===== config.mk =====
export PLATFORM = sky130hd
export DESIGN_NAME = fptm_ctrl
export DESIGN_NICKNAME = d
export VERILOG_FILES = /design/src/fptm_pkg.sv /design/src/fptm_ctrl.sv
export SDC_FILE = /design/constraint.sdc
export NUM_CORES = 1
export LEC_CHECK = 0
export BUFFER_PORTS_ARGS = -buffer_cell sky130_fd_sc_hd__buf_2
export CORE_AREA = 2 2 39 41
export DETAILED_ROUTE_END_ITERATION = 12
export DIE_AREA = 0 0 41 43
export HOLD_SLACK_MARGIN = 0.06
export PLACE_DENSITY = 0.73
export SLEW_MARGIN = 30
export SYNTH_ARGS = -nofsm -noshare
export SYNTH_HDL_FRONTEND = slang
export SYNTH_SLANG_ARGS = --single-unit

===== constraint.sdc =====
create_clock -name i_clk -period 2.3 [get_ports i_clk]
set_clock_uncertainty 0.15 [all_clocks]
set_input_delay 0.46 -clock i_clk [delete_from_list [all_inputs] [get_ports i_clk]]
set_output_delay 0.46 -clock i_clk [all_outputs]
set_load 0.01 [all_outputs]

===== src/fptm_pkg.sv =====
// Shared sizes, codes and control structs for the four-level page table mapper.
// Used by fptm_ctrl, fptm_dp and the top level; depends on nothing.
`default_nettype none

package fptm_pkg;

    // Pool geometry.
    localparam int TABLE_PAGES  = 16;
    localparam int PAGE_ENTRIES = 512;
    localparam int IDX_W        = 9;
    localparam int PAGE_W       = $clog2(TABLE_PAGES);
    localparam int ADDR_W       = PAGE_W + IDX_W;
    localparam int STORE_DEPTH  = TABLE_PAGES * PAGE_ENTRIES;
    localparam int FREE_W       = $clog2(TABLE_PAGES + 1);

    // Field widths.
    localparam int DATA_W = 64;
    localparam int BASE_W = 52;
    localparam int PFN_W  = BASE_W - 12;
    localparam int VA_W   = 48;
    localparam int VPN_W  = VA_W - 12;

    // Command codes.
    localparam logic [1:0] CMD_MAP   = 2'd0;
    localparam logic [1:0] CMD_UNMAP = 2'd1;
    localparam logic [1:0] CMD_XLATE = 2'd2;
    localparam logic [1:0] CMD_RSVD  = 2'd3;

    // Status codes.
    localparam logic [1:0] ST_DONE      = 2'd0;
    localparam logic [1:0] ST_ABSENT    = 2'd1;
    localparam logic [1:0] ST_EXHAUSTED = 2'd2;

    // Entry bits: writable, user and present for a freshly linked table.
    localparam logic [11:0] PTR_FLAGS = 12'h007;

    // Store write operations.
    typedef logic [2:0] t_wr_op;
    localparam t_wr_op WR_NONE     = 3'd0;
    localparam t_wr_op WR_ZERO     = 3'd1;
    localparam t_wr_op WR_PTR      = 3'd2;
    localparam t_wr_op WR_LEAF_MAP = 3'd3;
    localparam t_wr_op WR_LEAF_CLR = 3'd4;

    typedef struct packed {
        logic       load_in;
        logic       rd_walk;
        t_wr_op     wr_op;
        logic       sweep_clr;
        logic       sweep_step;
        logic       sweep_page;
        logic       descend;
        logic       take_fresh;
        logic       set_status;
        logic [1:0] status;
        logic       set_addr;
        logic       load_out;
    } t_dp_cmd;

    typedef struct packed {
        logic [1:0] cmd;
        logic [1:0] level;
        logic       present;
        logic       in_pool;
        logic       pool_full;
        logic       sweep_page_last;
        logic       sweep_all_last;
        logic       out_free;
    } t_dp_sts;

endpackage

`default_nettype wire


===== src/fptm_ctrl.sv =====
// Controller state machine of the page table mapper: store clearing, walk, table creation, reply.
// Depends on fptm_pkg; drives fptm_dp through t_dp_cmd and reads t_dp_sts.
`default_nettype none

module fptm_ctrl
    import fptm_pkg::*;
(
    input  wire logic    i_clk,
    input  wire logic    i_rst_n,
    input  wire logic    i_in_valid,
    output logic         o_in_stall,
    input  wire t_dp_sts i_sts,
    output t_dp_cmd      o_cmd
);

    localparam logic [2:0] S_INIT  = 3'd0;
    localparam logic [2:0] S_IDLE  = 3'd1;
    localparam logic [2:0] S_READ  = 3'd2;
    localparam logic [2:0] S_EVAL  = 3'd3;
    localparam logic [2:0] S_ZERO  = 3'd4;
    localparam logic [2:0] S_LINK  = 3'd5;
    localparam logic [2:0] S_LEAF  = 3'd6;
    localparam logic [2:0] S_REPLY = 3'd7;

    logic [2:0] r_state;
    logic [2:0] n_state;
    logic [2:0] w_after_step;

    assign o_in_stall = (r_state != S_IDLE);

    // After stepping down from the third upper level, map and unmap write the
    // leaf directly; translate still has to read it.
    assign w_after_step = ((i_sts.level == 2'd2) && (i_sts.cmd != CMD_XLATE)) ?
                          S_LEAF : S_READ;

    always_comb begin
        n_state = r_state;
        o_cmd   = '0;
        unique case (r_state)
            S_INIT: begin
                o_cmd.wr_op      = WR_ZERO;
                o_cmd.sweep_step = 1'b1;
                if (i_sts.sweep_all_last) begin
                    n_state = S_IDLE;
                end
            end
            S_IDLE: begin
                if (i_in_valid) begin
                    o_cmd.load_in = 1'b1;
                    n_state       = S_READ;
                end
            end
            S_READ: begin
                if (i_sts.cmd == CMD_RSVD) begin
                    n_state = S_REPLY;
                end else begin
                    o_cmd.rd_walk = 1'b1;
                    n_state       = S_EVAL;
                end
            end
            S_EVAL: begin
                if (i_sts.level == 2'd3) begin
                    // Leaf of a translate.
                    if (i_sts.present) begin
                        o_cmd.set_addr = 1'b1;
                    end else begin
                        o_cmd.set_status = 1'b1;
                        o_cmd.status     = ST_ABSENT;
                    end
                    n_state = S_REPLY;
                end else if (i_sts.present) begin
                    if (i_sts.in_pool) begin
                        o_cmd.descend = 1'b1;
                        n_state       = w_after_step;
                    end else begin
                        o_cmd.set_status = 1'b1;
                        o_cmd.status     = ST_ABSENT;
                        n_state          = S_REPLY;
                    end
                end else if (i_sts.cmd != CMD_MAP) begin
                    o_cmd.set_status = 1'b1;
                    o_cmd.status     = ST_ABSENT;
                    n_state          = S_REPLY;
                end else if (i_sts.pool_full) begin
                    o_cmd.set_status = 1'b1;
                    o_cmd.status     = ST_EXHAUSTED;
                    n_state          = S_REPLY;
                end else begin
                    o_cmd.sweep_clr = 1'b1;
                    n_state         = S_ZERO;
                end
            end
            S_ZERO: begin
                o_cmd.wr_op      = WR_ZERO;
                o_cmd.sweep_page = 1'b1;
                o_cmd.sweep_step = 1'b1;
                if (i_sts.sweep_page_last) begin
                    n_state = S_LINK;
                end
            end
            S_LINK: begin
                o_cmd.wr_op      = WR_PTR;
                o_cmd.take_fresh = 1'b1;
                n_state          = w_after_step;
            end
            S_LEAF: begin
                o_cmd.wr_op = (i_sts.cmd == CMD_MAP) ? WR_LEAF_MAP : WR_LEAF_CLR;
                n_state     = S_REPLY;
            end
            S_REPLY: begin
                if (i_sts.out_free) begin
                    o_cmd.load_out = 1'b1;
                    n_state        = S_IDLE;
                end
            end
            default: begin
                n_state = S_INIT;
            end
        endcase
    end

    always_ff @(posedge i_clk) begin
        if (!i_rst_n) begin
            r_state <= S_INIT;
        end else begin
            r_state <= n_state;
        end
    end

endmodule

`default_nettype wire


# Yosys cells after proc, flatten, opt, wreduce, memory -nomap -nowiden
# Index checks and enable logic that the tools add are counted.
# word_totals
reg_bits	3
word_cells	64
out_inout_bits	16
in_bits	13
# op_classes
n_mux	41
eq_ne	16
reduce_logical	6
# ops
op	n
$mux W3	17
$pmux W3 S8	1
$mux W1	20
$eq A3 B3 Y1 const B	4
$ne A2 B2 Y1 const B	5
$pmux W3 S3	1
$eq A2 B2 Y1 const B	3
$eq A3 B2 Y1 const B	2
$mux W4	1
$reduce_and A4 Y1	1
$eq A3 B1 Y1 const B	1
$logic_not A3 Y1	1
$ne A3 B1 Y1 const B	1
$logic_not A2 Y1	1
$mux W2	1
$reduce_bool A2 Y1	1
$reduce_or A2 Y1	1
$logic_and A1 B1 Y1	1

# Longest topological paths before layout
# depth
word_depth	7
mapped_depth	4
ltp_nobuf	3

# Worst setup path after synthesis
# OpenSTA, ideal clock, no wires.
# synth_timing
path_kind	input to output
start	input port i_sts[9] (netlist bit)
end	output port o_cmd[9] (netlist bit)
path_buffers	0
path_stages	2
arrival_ps	1129
setup_slack_ps	561
required_time_ps	1690
cell_sequence	or3_4 > nor4_2
# synth_rtl
item	line	source
start, declared	fptm_ctrl.sv:12	input wire t_dp_sts i_sts,
end, declared	fptm_ctrl.sv:13	output t_dp_cmd o_cmd

==> metrics.md <==
| Metric | Value |
|---|---|
| DR top layer | `met3` |
| Grt ovf | `0` |
| Synth Area in XOR/XNOR | `0%` |
| Sequential fraction of the synthesis area | `~14%` |
| Top reg by flops | `r_state` |
| Reg2reg setup slack | `roughly 0.89 ns` |
| Worst reg2reg startpoint | `r_state[0]` |
| Clock Sinks | `3` |
| RSZ-0062 raised after global routing | `false` |
| Mapped Cells | `between 60 and 70` |
| Setup TNS | `0 ns` |
| Simple-gate portion of the synthesized area | `43.1%` |
| Setup crit start kind | `flop` |
| Max cap viols | `0` |
| Vias in the first global route | `447` |
| WL per Instance | `roughly 10 um` |
| Status | `finished, final reports clean` |
| Synth top area cells | `dfxtp_1 (14%), nand2_1 (6.2%), nor2_1 (6.2%)` |
| Critical Path AT | `1.45 ns` |
| Synth unique cells | `30` |
| Proportion of synthesized area in mux cells | `roughly 2.4%` |
| Starting Density | `a little under a third` |
| Area share of the largest cell type after synthesis | `between 10% and 20%` |
| Mean Syn Cell Area | `around 6.7 um^2` |
| Met3 routed wirelength | `~90 um` |
| Die span in x | `41 um` |
| Fin crit share | `about nine tenths` |
| Worst Path Required | `1.69 ns` |
| DRC violations left | `0` |
| Core area | `1380 um^2` |
| Power Dens Cells | `a little over 400 nW/um^2` |
| CTS tree | `done` |
| Final min period | `roughly 2.1 ns` |
| Min-delay worst type | `in -> reg` |
| Pre-Repair DR Iteration Count | `4` |
| Worst hold stages | `2` |
| Synthesis Warnings | `0` |
| Ports | `29` |
| Pre-CTS setup slack | `between 0.2 and 0.3 ns` |
| Num CTS Buffers | `3` |
| H-tree depth | `1` |
| Synth Area in Compound Gates | `about a third` |
| Post-Syn Nets | `76` |
| # fillers | `approximately 150` |
| Worst setup path class | `reg -> out` |
| Synth Area in Adders | `0%` |
| Relative slew slack | `between 70% and 80%` |
| Metal-1 WL | `between 400 and 500 um` |
| Max frequency | `between 400 and 500 MHz` |
| Max reg flops | `3` |
| 1st-iter DRT viols | `6` |
| Final #Nets | `roughly 110` |
| CTS max path bufs | `2` |
| Routed WL | `around 1100 um` |
| Min-Delay Endpoint | `r_state[0]` |
| Hpwl dp | `a little under 900 um` |
| Worst slew pin tran | `roughly 0.41 ns` |
| Core Rows | `14` |
| Final slew viol count | `0` |
| Port-buffer cells | `28` |
| Post-route ant nets | `0` |
| Number of synthesized register bits | `3` |
| Clk root buf | `clkbuf_4` |
| Final hold vios | `0` |
| Hold path start | `i_rst_n` |
| Vias per cell | `roughly 5.0` |
| Hold_buf cts | `0` |
| GRT Overall Usage | `between 10% and 20%` |
| Largest family of logic cells by synthesized area | `simple AND/OR/NAND/NOR gates` |
| Latest clock arrival within the worst-skew pair | `approximately 0.23 ns` |
| Total number of vias | `between 500 and 600` |
| Setup crit end kind | `output port` |
| Final setup viols | `0` |
| Largest regs | `r_state: 3 flops` |
| Die Y-Extent | `between 40 and 50 um` |
| # diodes | `0` |
| Final instance area | `roughly 600 um^2` |
| Worst r2r dst | `r_state[0]` |
| Mapped Area | `around 420 um^2` |
| Largest area contributor in the netlist | `dfxtp_1` |
| Pin count of the biggest net entering global routing | `15` |
| Cell Area, Placed | `about 580 um^2` |
| VDD IR max | `0.000123 V` |
| Crit-path max FO | `11` |
| Worst setup margin | `around 0.24 ns` |
| Clock-pin slew on the worst setup and hold paths | `roughly 0.040 ns` |
| Pleak | `~0.00029 uW` |
| Syn-to-layout area delta | `43.7%` |
| Die area | `1760 um^2` |
| Metal2 WL | `between 500 and 600 um` |
| Worst-case reg-to-reg path depth | `3` |
| Share of cells above drive strength 1 | `approximately two fifths` |
| Initial antenna violation count | `0` |
| Final GP Congestion | `between 0.7 and 0.8` |
| First-pass GRT wire length | `1770 um` |
area by class of cell:
type,instances,area (um^2),area share [%]
clock buffers,4,26.3,4.31
inverters,4,15.0,2.46
multi-input cells,53,332,54.4
flip-flops and latches,3,61.3,10.1
well taps,16,20.0,3.29
repair buffers,30,155,25.5
kinds of logic after synthesis:
family	Yosys count
buffers and inverters	7
multiplexers	1
AO/OA/AOI/OAI	19
flip-flops	3
AND/OR/NAND/NOR	33
layout by cell type, fill, tap and decap left out:
cell type  Yosys  routed
a211oi_1       1       1
clkbuf_1       0       1
nand3b_1       2       2
nor4_2         1       1
nand2_1        7       7
inv_2          1       1
nand3_1        1       1
o221a_1        1       1
nand2b_1       4       4
a2111oi_0      1       1
or3_4          1       1
a21oi_1        5       5
a311oi_1       1       1
nor2b_1        4       4
a211o_1        1       1
mux2i_1        1       1
nor2_1         7       7
dfxtp_2        0       1
a2bb2oi_1      1       1
o32ai_1        1       1
inv_1          3       3
o211ai_1       1       1
and2_1         3       3
buf_4          1       2
o2111ai_1      1       1
nor3_1         2       2
nor3b_1        1       1
a21o_1         1       1
clkbuf_4       0       3
o21ai_0        1       1
buf_2          2      28
o21a_1         3       3
dfxtp_1        3       2
synth_stat cells, drive strengths merged:
cell     instances
nand2            7
nor2             7
a21oi            5
inv              4
nand2b           4
nor2b            4
and2             3
buf              3
dfxtp            3
o21a             3
nand3b           2
nor3             2
a2111oi          1
a211o            1
a211oi           1
a21o             1
a2bb2oi          1
a311oi           1
mux2i            1
nand3            1
nor3b            1
nor4             1
o2111ai          1
o211ai           1
o21ai            1
o221a            1
o32ai            1
or3              1
power by group:
part | switching (uW) | internal [uW] | total, uW
sequential | 6.91 | 57.4 | 64.3
clock | 26.0 | 64.9 | 90.9
combinational | 51.6 | 43.8 | 95.4
metrics by stage:
step | cells | hold WS, ns | utilization (%) | total power [uW]
after global placement | 106 | 0.497 | 42.0 | 159
after CTS | 110 | 0.353 | 43.9 | 254
after detailed placement | 106 | 0.507 | 42.0 | 160
final | 110 | 0.353 | 44.0 | 251
after floorplan | 63 | 0.451 | - | 124
after global routing | 110 | 0.356 | 44.0 | 272
per-layer routing:
layer | vias up | global-route usage, %
met4 | 0 | 8.00
met3 | 0 | 0
met1 | 236 | 20.1
met2 | 22 | 20.3
met5 | - | 0
li1 | 288 | -
worst max-delay path by stage:
stage | startpoint | end | slack, ns | cells after the start
final | r_state[0] | o_cmd[3] | 0.24 | 4
after global routing | r_state[0] | o_cmd[3] | 0.06 | 4
after CTS | r_state[0] | o_cmd[3] | 0.09 | 4
after detailed placement | i_sts[9] | o_cmd[9] | 0.29 | 4
after global placement | i_sts[9] | o_cmd[4] | 0.30 | 5
after floorplan | i_sts[9] | o_cmd[9] | 0.56 | 2
worst max-delay path, cell delays in order (launching register included):
cell and delay, ns:
dfxtp_2 0.42, nand3b_1 0.22, nand2b_1 0.25, nor3_1 0.18, buf_2 0.16
repair_timing:
item,CTS,global route
gates resized for setup,0,1
buffers inserted,0,0
setup endpoints to repair,0,1
No activity file was read; power rests on OpenSTA's default activity.
